[src/sv/lv3_pkg.sv]
// Shared types and constants for the 3D line voxel stepper.
// No dependencies; every other file in sv/ imports this package.
`timescale 1ns / 1ps

package lv3_pkg;

  // Port width of one coordinate field.
  localparam int CW = 6;
  // Error terms: twice a length minus a length, kept signed with headroom.
  localparam int EW = CW + 3;

  typedef logic [CW-1:0]        coord_t;
  typedef logic signed [EW-1:0] err_t;
  typedef logic [1:0]           axis_t;

  localparam axis_t AX_X = 2'd0;
  localparam axis_t AX_Y = 2'd1;
  localparam axis_t AX_Z = 2'd2;

  // Per-line plan, set up once and then held while the line is walked.
  typedef struct packed {
    axis_t      mj;
    axis_t      ma;
    axis_t      mb;
    logic [2:0] neg;
    coord_t     len_mj;
    err_t       two_mj;
    err_t       two_a;
    err_t       two_b;
    err_t       err_a;
    err_t       err_b;
  } plan_t;

endpackage

[src/sv/lv3_setup.sv]
// Line set-up: axis deltas, step directions, dominant axis and initial errors.
// Depends on lv3_pkg.
`timescale 1ns / 1ps

module lv3_setup (
  input  lv3_pkg::coord_t [2:0] start_i,
  input  lv3_pkg::coord_t [2:0] end_i,
  output lv3_pkg::plan_t        plan_o
);
  import lv3_pkg::*;

  coord_t [2:0] len;
  logic   [2:0] neg;
  coord_t       len_mj;
  coord_t       len_a;
  coord_t       len_b;

  for (genvar ax = 0; ax < 3; ax++) begin : g_axis
    assign neg[ax] = end_i[ax] < start_i[ax];
    assign len[ax] = neg[ax] ? (start_i[ax] - end_i[ax]) : (end_i[ax] - start_i[ax]);
  end

  always_comb begin
    plan_o = '0;
    // ties go to x, then y
    if (len[AX_X] >= len[AX_Y] && len[AX_X] >= len[AX_Z]) begin
      plan_o.mj = AX_X;
      plan_o.ma = AX_Y;
      plan_o.mb = AX_Z;
      len_mj    = len[AX_X];
      len_a     = len[AX_Y];
      len_b     = len[AX_Z];
    end else if (len[AX_Y] >= len[AX_Z]) begin
      plan_o.mj = AX_Y;
      plan_o.ma = AX_X;
      plan_o.mb = AX_Z;
      len_mj    = len[AX_Y];
      len_a     = len[AX_X];
      len_b     = len[AX_Z];
    end else begin
      plan_o.mj = AX_Z;
      plan_o.ma = AX_Y;
      plan_o.mb = AX_X;
      len_mj    = len[AX_Z];
      len_a     = len[AX_Y];
      len_b     = len[AX_X];
    end
    plan_o.neg    = neg;
    plan_o.len_mj = len_mj;
    plan_o.two_mj = $signed({2'b00, len_mj, 1'b0});
    plan_o.two_a  = $signed({2'b00, len_a, 1'b0});
    plan_o.two_b  = $signed({2'b00, len_b, 1'b0});
    plan_o.err_a  = plan_o.two_a - $signed({3'b000, len_mj});
    plan_o.err_b  = plan_o.two_b - $signed({3'b000, len_mj});
  end

endmodule

[src/sv/lv3_step.sv]
// Step unit: advances the current voxel by one major-axis step, steps each minor
// axis whose error term is positive and updates both minor-axis error terms. Depends on lv3_pkg.
`timescale 1ns / 1ps

module lv3_step (
  input  lv3_pkg::plan_t        plan_i,
  input  lv3_pkg::coord_t [2:0] pt_i,
  input  lv3_pkg::err_t         err_a_i,
  input  lv3_pkg::err_t         err_b_i,
  output lv3_pkg::coord_t [2:0] pt_o,
  output lv3_pkg::err_t         err_a_o,
  output lv3_pkg::err_t         err_b_o
);
  import lv3_pkg::*;

  logic       step_a;
  logic       step_b;
  logic [2:0] adv;

  assign step_a = err_a_i > err_t'(0);
  assign step_b = err_b_i > err_t'(0);

  for (genvar ax = 0; ax < 3; ax++) begin : g_axis
    assign adv[ax] = (plan_i.mj == axis_t'(ax))
                   | (step_a && plan_i.ma == axis_t'(ax))
                   | (step_b && plan_i.mb == axis_t'(ax));
    assign pt_o[ax] = !adv[ax]        ? pt_i[ax] :
                      plan_i.neg[ax]  ? pt_i[ax] - coord_t'(1) :
                                        pt_i[ax] + coord_t'(1);
  end

  assign err_a_o = err_a_i - (step_a ? plan_i.two_mj : err_t'(0)) + plan_i.two_a;
  assign err_b_o = err_b_i - (step_b ? plan_i.two_mj : err_t'(0)) + plan_i.two_b;

endmodule

[src/sv/line_voxel_stepper_3d_top.sv]
// Top level of the 3D line voxel stepper: sequencer, line registers, output word.
// Depends on lv3_pkg, lv3_setup and lv3_step.
`timescale 1ns / 1ps

// Usage:
//   A request (start voxel, end voxel, mark) is taken at a rising edge with
//   start high and busy low. busy then stays high until the sequencer has
//   issued the last voxel of the line.
//   Each voxel comes out as one word on point_*_o / mark_o / last_point_o,
//   valid for exactly one cycle while point_valid_o is high. last_point_o
//   marks the end voxel. The receiver cannot stall; words must be taken as
//   they come.
//   Timing: the cycle after acceptance sets the line up; the single step unit
//   then walks one voxel a cycle, N+1 voxels for a largest axis delta of N,
//   and each word shows in the cycle after its step, so the first word
//   follows the set-up and the first step. busy stays high through both and
//   drops in the cycle the last word shows, when a new request may already be
//   accepted; no request is taken while a line is being walked.
//   Coordinate bits above COORD_BITS are ignored.
//   Reset clears the sequencer and the output strobe; nothing else is kept
//   between requests.

module line_voxel_stepper_3d_top #(
  parameter int COORD_BITS = 6
) (
  input  logic                clk_i,
  input  logic                rst_ni,
  input  logic                start,
  output logic                busy,
  input  lv3_pkg::coord_t     start_x_i,
  input  lv3_pkg::coord_t     start_y_i,
  input  lv3_pkg::coord_t     start_z_i,
  input  lv3_pkg::coord_t     end_x_i,
  input  lv3_pkg::coord_t     end_y_i,
  input  lv3_pkg::coord_t     end_z_i,
  input  logic [7:0]          mark_value_i,
  output logic                point_valid_o,
  output lv3_pkg::coord_t     point_x_o,
  output lv3_pkg::coord_t     point_y_o,
  output lv3_pkg::coord_t     point_z_o,
  output logic [7:0]          mark_o,
  output logic                last_point_o
);
  import lv3_pkg::*;

  localparam int unsigned MaskInt   = (1 << COORD_BITS) - 1;
  localparam coord_t      CoordMask = coord_t'(MaskInt);

  typedef enum logic [1:0] {
    ST_IDLE,
    ST_SETUP,
    ST_RUN
  } state_e;

  state_e       state_q;
  coord_t [2:0] start_q;
  coord_t [2:0] end_q;
  logic   [7:0] mark_q;
  plan_t        plan_q;
  coord_t [2:0] pt_q;
  err_t         err_a_q;
  err_t         err_b_q;
  coord_t       cnt_q;
  logic         valid_q;
  coord_t [2:0] out_pt_q;
  logic   [7:0] out_mark_q;
  logic         last_q;

  plan_t        plan_d;
  coord_t [2:0] pt_d;
  err_t         err_a_d;
  err_t         err_b_d;

  lv3_setup u_setup (
    .start_i (start_q),
    .end_i   (end_q),
    .plan_o  (plan_d)
  );

  lv3_step u_step (
    .plan_i  (plan_q),
    .pt_i    (pt_q),
    .err_a_i (err_a_q),
    .err_b_i (err_b_q),
    .pt_o    (pt_d),
    .err_a_o (err_a_d),
    .err_b_o (err_b_d)
  );

  always_ff @(posedge clk_i or negedge rst_ni) begin
    if (!rst_ni) begin
      state_q <= ST_IDLE;
      valid_q <= 1'b0;
    end else begin
      valid_q <= 1'b0;
      case (state_q)
        ST_IDLE: begin
          if (start) begin
            start_q <= {start_z_i & CoordMask, start_y_i & CoordMask,
                        start_x_i & CoordMask};
            end_q   <= {end_z_i & CoordMask, end_y_i & CoordMask,
                        end_x_i & CoordMask};
            mark_q  <= mark_value_i;
            state_q <= ST_SETUP;
          end
        end
        ST_SETUP: begin
          plan_q  <= plan_d;
          pt_q    <= start_q;
          err_a_q <= plan_d.err_a;
          err_b_q <= plan_d.err_b;
          cnt_q   <= plan_d.len_mj;
          state_q <= ST_RUN;
        end
        ST_RUN: begin
          valid_q    <= 1'b1;
          out_pt_q   <= pt_q;
          out_mark_q <= mark_q;
          last_q     <= (cnt_q == '0);
          if (cnt_q == '0) begin
            state_q <= ST_IDLE;
          end else begin
            pt_q    <= pt_d;
            err_a_q <= err_a_d;
            err_b_q <= err_b_d;
            cnt_q   <= cnt_q - coord_t'(1);
          end
        end
        default: begin
          state_q <= ST_IDLE;
        end
      endcase
    end
  end

  assign busy          = (state_q != ST_IDLE);
  assign point_valid_o = valid_q;
  assign point_x_o     = out_pt_q[AX_X];
  assign point_y_o     = out_pt_q[AX_Y];
  assign point_z_o     = out_pt_q[AX_Z];
  assign mark_o        = out_mark_q;
  assign last_point_o  = last_q;

endmodule

[config.mk]
export PLATFORM = sky130hd
export DESIGN_NAME = line_voxel_stepper_3d_top
export DESIGN_NICKNAME = d
export VERILOG_FILES = /design/src/sv/lv3_pkg.sv /design/src/sv/lv3_setup.sv /design/src/sv/lv3_step.sv /design/src/sv/line_voxel_stepper_3d_top.sv
export SDC_FILE = /design/constraint.sdc
export NUM_CORES = 1
export LEC_CHECK = 0
export BUFFER_PORTS_ARGS = -buffer_cell sky130_fd_sc_hd__clkbuf_2
export CAP_MARGIN = 20
export CORE_ASPECT_RATIO = 0.9
export CORE_UTILIZATION = 30
export DETAILED_ROUTE_END_ITERATION = 10
export PLACE_DENSITY_LB_ADDON = 0.12
export SLEW_MARGIN = 20
export SYNTH_ARGS = -nofsm -noshare
export SYNTH_HDL_FRONTEND = slang
export SYNTH_SLANG_ARGS = --single-unit
[constraint.sdc]
create_clock -name clk_i -period 16.61 [get_ports clk_i]
set_input_delay 0 -clock clk_i [delete_from_list [all_inputs] [get_ports clk_i]]
set_output_delay 0 -clock clk_i [all_outputs]
set_load 0.005 [all_outputs]
==> impl_metrics.ini, run 1 <==
[critical_path]
path_common_cell = inv_1
arrival_ns = 6.89
end_kind = register
crit_path_start_kind = register
crit_type = register to register
critPathRequiredTime_ns = 16.77
worst-path-max-fanout = 13
critPathSlowestCell = a21oi_2
cpPeakStageDelay_ns = 0.68

[floorplanning]
floorplan.die_area_sq_um = 32100
rows = 61
initial_core_util = 0.305
die_y_um = 170
dieWidth_um = 189
core_area_sq_um = 30800
io_pins = 76

[layout]
finish.net_count = 1127
drive_above_1_share = 0.169
insertedDiodeCount = 0
final_common_cell = edfxtp_1
final_cell_mix = 137 x edfxtp_1, 135 x inv_1, 80 x ha_1
area_growth_syn_to_layout_pct = 20.6
final_area_sq_um = 11300

[logic_synthesis]
synth.cell_area_sq_um = 9410
synthArstFlopShare = 0.0214
yosys.area.top_type = edfxtp_1
yosys_most_used_dff = edfxtp_1
syn_nets = 993
ys.warnings.count = 0
synth-seq-area-share = 0.445
syn_area_per_cell_sq_um = 11.2
synth_top_cells_by_area = edfxtp_1 44%, ha_1 11%, inv_1 5.4%
ys_types = 81
ys_ff_latch = 140
syn_inst = 843
synth_edf_count = 137
synth_top_cell_area_share = 0.437

[placed_design]
hpwl_mm = 17.5
io_buffer_count = 75
place_ws_ns = 9.91
placed_cell_area_sq_um = 10300
gp_congestion = 0.842

[detailed_routing]
drc = 0
wl_per_cell_um = 16.5
drt_iter0_drc = 297
firstDrtPassIters = 8
routed_wirelength_mm = 23.1
vias = 6492
postRouteAntennaNets = 0
via_per_inst = 4.64

[global_route]
grt_max_degree = 61
antenna_found_initial = 0
gr-total-overflow = 0
grt_pass1_vias = 6575
grtUsageTotal = 0.152
grt_pass1_wl_mm = 36.8

[sta]
fmax_mhz = 149
timing.setup.tns_ns = 0
maxSlewViolCount = 0
rsz0062_at_grt = no
worst_pin_slew_ns = 0.925
min_period_over_period = 0.405
final_hold_viol_count = 0
period_needed_ns = 6.73
timing.final.ws_setup_ns = 9.88
clock_skew_ns = 0.00856
setup_viol = 0
relSlewSlack = 0.377

[clocking]
cts-root-buf = clkbuf_16
cts_tree = built
cts.clk_slew.worst_paths_ns = 0.07
cts.sinks = 140
htreeDepth = 4
cts_buffer_depth = 2
cts_buffers = 17
ctsHoldBuffers = 47
cts_resized = 0
cts_setup_buffers = 0
clk_latency_ns = 0.43

[hold_path]
hp-class = primary input to register

[run_status]
status = finished clean

[flow_run]
cap_violations = 0
stage by stage:
stage	utilization	hold slack [ns]	std cells
final	0.368	0.275	1399
after global routing	0.368	0.262	1399
after CTS	0.367	0.254	1398
after detailed placement	0.333	-0.180	1319
after global placement	0.333	-0.181	1319
after floorplan	-	-0.296	843
logic make-up (layout without fill, tap and decap cells):
logic type      after synthesis  in the layout  share of synthesized area
simple gates                152            152                     0.0823
fa+ha+maj                   108            108                      0.161
compound gates              219            219                      0.169
xor+xnor                     56             56                     0.0569
mux                          18             18                     0.0223
flops                       140            140                      0.445
buf+inv                     150            297                     0.0625
layer usage:
metal	GRT usage	up-vias	routed length (um)	share of wire
li1	-	3260	-	-
met1	0.218	3101	12000	0.52
met2	0.233	114	10100	0.44
met3	0.0266	17	678	0.029
met4	0.0438	0	274	0.012
met5	0	-	0	0
sequential cells by signal, summed over array words and instances, names as in the netlist, 2 cells and up:
register   count
cnt_q          6
end_q         18
err_a_q        9
err_b_q        8
mark_o         8
mark_q         8
plan_q        25
point_x_o      6
point_y_o      6
point_z_o      6
pt_q          18
start_q       18
state_q        2
final cells by class:
type / instances / area (sq um)
timing repair buffer: 128 / 898
inverter: 137 / 514
clock buffer: 18 / 429
fill: 3068 / 19500
sequential: 140 / 4190
tap: 409 / 512
multi-input combinational: 553 / 4640
clock inverter: 14 / 158
cells in the mapped netlist, types with 6 or more instances:
cell	count
o21ai_0	53
edfxtp_1	137
mux2i_1	10
fa_1	23
a21oi_1	56
xnor2_1	40
nor4_1	9
nor3_1	9
inv_1	135
o21a_1	8
a221oi_1	9
nand2b_1	9
clkbuf_1	8
nand3_1	7
a211oi_1	6
a21o_1	26
nor2_1	33
and2_1	22
ha_1	80
nand2_1	43
xor2_1	13
worst paths after layout:
kind / startpoint / end / slack, ns / cells past startpoint
min in group asynchronous: rst_ni / state_q[0]$_DFFE_PN0P_ / 0.49 / 3
setup reg to reg: end_q[6]$_DFFE_PP_ / err_a_q[6]$_DFFE_PP_ / 9.88 / 26
hold / removal: mark_value_i[2] / mark_q[2]$_DFFE_PP_ / 0.28 / 2
hold reg to reg: mark_q[6]$_DFFE_PP_ / mark_o[6]$_DFFE_PP_ / 0.42 / 0
max in group asynchronous: rst_ni / state_q[1]$_DFFE_PN0P_ / 15.98 / 3
setup / recovery: end_q[6]$_DFFE_PP_ / err_a_q[6]$_DFFE_PP_ / 9.88 / 26
worst max-delay path, delay by kind of cell (launching register included):
family,cells,cell delay [ns]
AOI/OAI and AO/OA,10,2.89
xor gates and xnor gates,2,0.50
adders and majority gates,4,1.26
buffers and inverters,4,0.47
DFF,1,0.39
muxes,2,0.39
and+or+nand+nor,4,0.52
Power of run 1 is not shown: default switching activity piles up to over one toggle a cycle in this logic, so the estimate is an artifact.
==> run 2, diff against run 1 <==
- clock period: 16.61 -> 5.6 ns (I/O delays scaled with it)
==> run 2 against run 1 <==
Setup slack got worse by 9.6 ns. Cell area rose by 7.5%. Maximum frequency rose by 26%. Critical endpoint unchanged.
==> impl_metrics.ini, run 2 (synthesized netlist as in run 1, its figures left out) <==
[detailed_routing]
via_per_inst = 4.58
drt_iter0_drc = 252
drc = 0
met1Wirelength_mm = 12.3
wl_met2_mm = 10.4
firstDrtPassIters = 6
wl_per_cell_um = 15.9
top_layer = met4
wl_met3_um = 802
postRouteAntennaNets = 0
routed_wirelength_mm = 23.6
vias = 6793

[floorplanning]
floorplan.die_area_sq_um = 32100
initial_core_util = 0.305
rows = 61
dieWidth_um = 189
core_area_sq_um = 30800
die_y_um = 170
io_pins = 76

[critical_path]
path_cells = ha_1 -> fa_1 -> and2b_4 -> o31ai_2 -> a21oi_4 -> a21oi_1 -> xnor2_1 -> inv_1 -> ha_1 -> a21o_1 -> a21oi_2 -> o21a_1 -> nor3_2 -> buf_4 -> o31ai_2 -> buf_4 -> nand2_1 -> ha_2 -> and2_1 -> a22o_1 -> a311oi_2 -> xnor2_1 -> a21oi_1
worst-path-max-fanout = 6
arrival_ns = 5.49
crit_type = register to register
crit_path_start_kind = register
critPathRequiredTime_ns = 5.76
end_kind = register
critPathSlowestCell = edfxtp_1
path_buf_inv = 3
critical-path-top-delay-family = compound AO/OA/AOI/OAI gates
cpPeakStageDelay_ns = 0.43

[placed_design]
io_buffer_count = 75
placed_cell_area_sq_um = 10800
place_ws_ns = -0.0868
hpwl_mm = 18.3
gp_congestion = 0.825

[clocking]
cts-root-buf = clkbuf_16
cts_buffer_depth = 2
cts_tree = built
cts.clk_slew.worst_paths_ns = 0.07
htreeDepth = 4
cts_buffers = 17
cts.sinks = 140
clk_latency_ns = 0.44

[sta]
hold-worst-slack_ns = 0.276
min_period_over_period = 0.952
final_hold_viol_count = 0
period_needed_ns = 5.33
worst_pin_slew_ns = 0.973
timing.final.ws_setup_ns = 0.267
relSlewSlack = 0.351
setup_viol = 0
fmax_mhz = 188
maxSlewViolCount = 0
clock_skew_ns = 0.0158

[layout]
final_cell_mix = 137 x edfxtp_1, 134 x inv_1, 88 x buf_4
num-fill-cells = 3021
finish.net_count = 1211
area_growth_syn_to_layout_pct = 29.6
insertedDiodeCount = 0
final_area_sq_um = 12200
final_common_cell = edfxtp_1
drive_above_1_share = 0.267
regMostFlops = plan_q
largest_reg_flops = 25

[run_status]
status = finished clean

[global_route]
grt_max_degree = 45
gr-total-overflow = 0
grt_pass1_vias = 6993
antenna_found_initial = 0
grtUsageTotal = 0.154
grt_pass1_wl_mm = 37.7

[flow_run]
cap_violations = 0

[hold_path]
hp-class = primary input to register
==> run 2: worst register-to-register path, stage by stage, from the launching register on <==
cell and delay, ns:
edfxtp_1 0.43, ha_1 0.25, fa_1 0.40, and2b_4 0.27, o31ai_2 0.08, a21oi_4 0.23
a21oi_1 0.11, xnor2_1 0.36, inv_1 0.17, ha_1 0.32, a21o_1 0.18, a21oi_2 0.20
o21a_1 0.23, nor3_2 0.08, buf_4 0.18, o31ai_2 0.25, buf_4 0.16, nand2_1 0.12
ha_2 0.22, and2_1 0.13, a22o_1 0.20, a311oi_2 0.25, xnor2_1 0.14, a21oi_1 0.08
==> run 2: through the flow <==
| step | cells | setup TNS, ns | utilization |
|---|---|---|---|
| 2_1_floorplan | 843 | 0 | - |
| 3_3_place_gp | 1389 | 0 | 0.350 |
| 3_5_place_dp | 1389 | -0.0868 | 0.350 |
| 4_1_cts | 1468 | 0 | 0.384 |
| 5_1_grt | 1483 | -0.00507 | 0.395 |
| 6_report | 1483 | 0 | 0.395 |
==> run 2: path summary, 6_finish.rpt <==
path	start	end	slack [ns]	depth (start not counted)
worst max-delay path	start_q[0]$_DFFE_PP_	err_a_q[6]$_DFFE_PP_	0.27	23
worst min-delay path	mark_value_i[6]	mark_q[6]$_DFFE_PP_	0.28	2
worst max register to register	start_q[0]$_DFFE_PP_	err_a_q[6]$_DFFE_PP_	0.27	23
worst min register to register	mark_q[5]$_DFFE_PP_	mark_o[5]$_DFFE_PP_	0.42	0
max in group asynchronous	rst_ni	point_valid_o$_DFF_PN0_	4.96	3
min in group asynchronous	rst_ni	state_q[1]$_DFFE_PN0P_	0.50	3
==> run 2: what timing repair did <==
item | 4_1_cts | 5_1_grt
setup endpoints to repair | 3 | 13
resized for setup | 1 | 54
hold buffers | 47 | 0
cloned | 0 | 1
hold endpoints to repair | 48 | 0
pin swaps | 0 | 22
setup buffers | 0 | 14
==> run 2: cell type report <==
class | instances | area [sq um] | area share
multi-input cells | 554 | 4890 | 0.401
repair buffers | 211 | 1520 | 0.125
well taps | 409 | 512 | 0.0420
inverters | 137 | 514 | 0.0422
clock inverters | 13 | 134 | 0.0110
flip-flops and latches | 140 | 4190 | 0.344
clock buffers | 19 | 433 | 0.0355
==> run 2: metal layers <==
layer | global-route usage | vias up
li1 | - | 3433
met1 | 0.214 | 3251
met2 | 0.244 | 99
met3 | 0.0295 | 10
met4 | 0.0407 | 0
met5 | 0 | -
Power of run 2 is left out for the same reason.
==> run 3, diff against run 2 <==
- SYNTH_HIERARCHICAL: unset -> 1
- clock period: 5.6 -> 4.35 ns (I/O delays scaled with it)
==> run 3 against run 2 <==
The run now ends with setup timing left. Non-clock buffer count is 112 higher. Critical path depth up 3. Routed wire length increased by 15%. Clock skew down 0.0025 ns. First-iteration DRC count grew 43%. Global-route usage increased by 0.74 points. Cell area rose by 19%.
==> impl_metrics.ini, run 3 <==
[global_route]
grt_pass1_vias = 8000
gr-total-overflow = 0
grt_pass1_wl_mm = 43.1
grtUsageTotal = 0.161
grt_max_degree = 48
antenna_found_initial = 0

[placed_design]
io_buffer_count = 75
hpwl_mm = 20.2
gp_congestion = 0.834

[layout]
seqCellArea_sq_um = 4550
num-fill-cells = 3366
largest_reg_flops = 36
insertedDiodeCount = 0
drive_above_1_share = 0.334
final_common_cell = buf_4
fin_util = 0.424
regMostFlops = plan_q
area_growth_syn_to_layout_pct = 38.4
multi_input_area_sq_um = 5690
final_cell_mix = 177 x buf_4, 150 x nand2_1, 149 x edfxtp_1
finish.net_count = 1466

[sta]
relSlewSlack = 0.449
maxSlewViolCount = 0
final_hold_viol_count = 0
min_period_over_period = 1.22
fmax_mhz = 189
timing.setup.tns_ns = -13.16
hold-worst-slack_ns = 0.275
worst_pin_slew_ns = 0.819
timing.final.ws_setup_ns = -0.938
period_needed_ns = 5.29
setup_viol = 30
rsz0062_at_grt = yes
clock_skew_ns = 0.0134

[floorplanning]
dieWidth_um = 199
initial_core_util = 0.306
floorplan.die_area_sq_um = 35600
io_pins = 76
core_area_sq_um = 34100
rows = 64
die_y_um = 179

[clocking]
clk_latency_ns = 0.44
cts.sinks = 152
cts.clk_slew.worst_paths_ns = 0.07
htreeDepth = 4
cts_tree = built
cts_buffer_depth = 2
cts-root-buf = clkbuf_16
cts_buffers = 17

[flow_run]
cap_violations = 0

[run_status]
status = finished, violations left
violations = setup timing

[logic_synthesis]
synth.cell_area_sq_um = 10500
syn_inst = 996
ys.warnings.count = 6
syn_area_per_cell_sq_um = 10.5

[critical_path]
critPathRequiredTime_ns = 4.54
crit_path_start_kind = register
arrival_ns = 5.48
worst-path-max-fanout = 5
crit_type = register to register
end_kind = register

[detailed_routing]
postRouteAntennaNets = 0
routed_wirelength_mm = 27.1
wl_per_cell_um = 15.2
drc = 0
vias = 7924
firstDrtPassIters = 5
drt_iter0_drc = 361
via_per_inst = 4.44

[hold_path]
hp-class = primary input to register
==> run 3: area by class of cell <==
class,count,area share
Multi-Input combinational cell,665,0.393
Clock buffer,18,0.0297
Sequential cell,152,0.314
Tap cell,462,0.0400
Inverter,149,0.0394
Clock inverter,14,0.0143
Timing Repair Buffer,323,0.169
==> run 3: layer usage <==
metal  track usage  share of wire  vias to the layer above
li1              -              -                     4045
met1         0.229           0.52                     3774
met2         0.252           0.44                       91
met3        0.0301          0.024                       14
met4        0.0381         0.0093                        0
met5             0              0                        -
==> run 3: final timing paths <==
path / startpoint / endpoint / slack, ns / depth (start not counted)
worst max-delay path: end_q[0]$_DFFE_PP_ / err_a_q[6]$_DFFE_PP_ / -0.94 / 26
worst min-delay path: end_x_i[2] / end_q[2]$_DFFE_PP_ / 0.28 / 2
worst max register to register: end_q[0]$_DFFE_PP_ / err_a_q[6]$_DFFE_PP_ / -0.94 / 26
worst min register to register: mark_q[5]$_DFFE_PP_ / mark_o[5]$_DFFE_PP_ / 0.42 / 0
max in group asynchronous: rst_ni / state_q[1]$_DFFE_PN0P_ / 3.69 / 3
min in group asynchronous: rst_ni / point_valid_o$_DFF_PN0_ / 0.50 / 3
==> run 3: metrics by stage <==
stage | std cells | worst slack [ns] | cell area, sq um
floorplan | 1006 | -0.865 | 10600
global placement | 1669 | -0.987 | 12600
detailed placement | 1669 | -1.13 | 12600
CTS | 1757 | -0.930 | 14000
global route | 1783 | -1.28 | 14500
finish | 1783 | -0.938 | 14500
==> run 3: what timing repair did <==
action                                 CTS  global route
hold buffers                            47             0
gates resized for setup                 43            70
endpoints found under the hold margin   48             0
setup endpoints to repair               37            41
gates cloned                             1             0
buffers inserted                         8            31
pin swaps                               25            42
==> run 3: worst max-delay path, cell delays in order, from the launching register on <==
cell,delay (ns)
edfxtp_1,0.38
inv_1,0.07
ha_2,0.17
inv_2,0.04
fa_2,0.36
a211oi_4,0.28
o21bai_2,0.12
a21oi_4,0.20
mux2i_1,0.23
xor2_1,0.29
inv_1,0.13
ha_1,0.29
nand2_1,0.06
o21ai_2,0.19
inv_2,0.07
maj3_2,0.39
o211ai_1,0.25
and2_4,0.19
xor2_1,0.15
ha_2,0.19
a41oi_2,0.05
o311ai_2,0.36
maj3_2,0.25
a21oi_2,0.05
xor2_1,0.14
nand2_1,0.06
nand2_1,0.06
Power of run 3 is left out for the same reason.
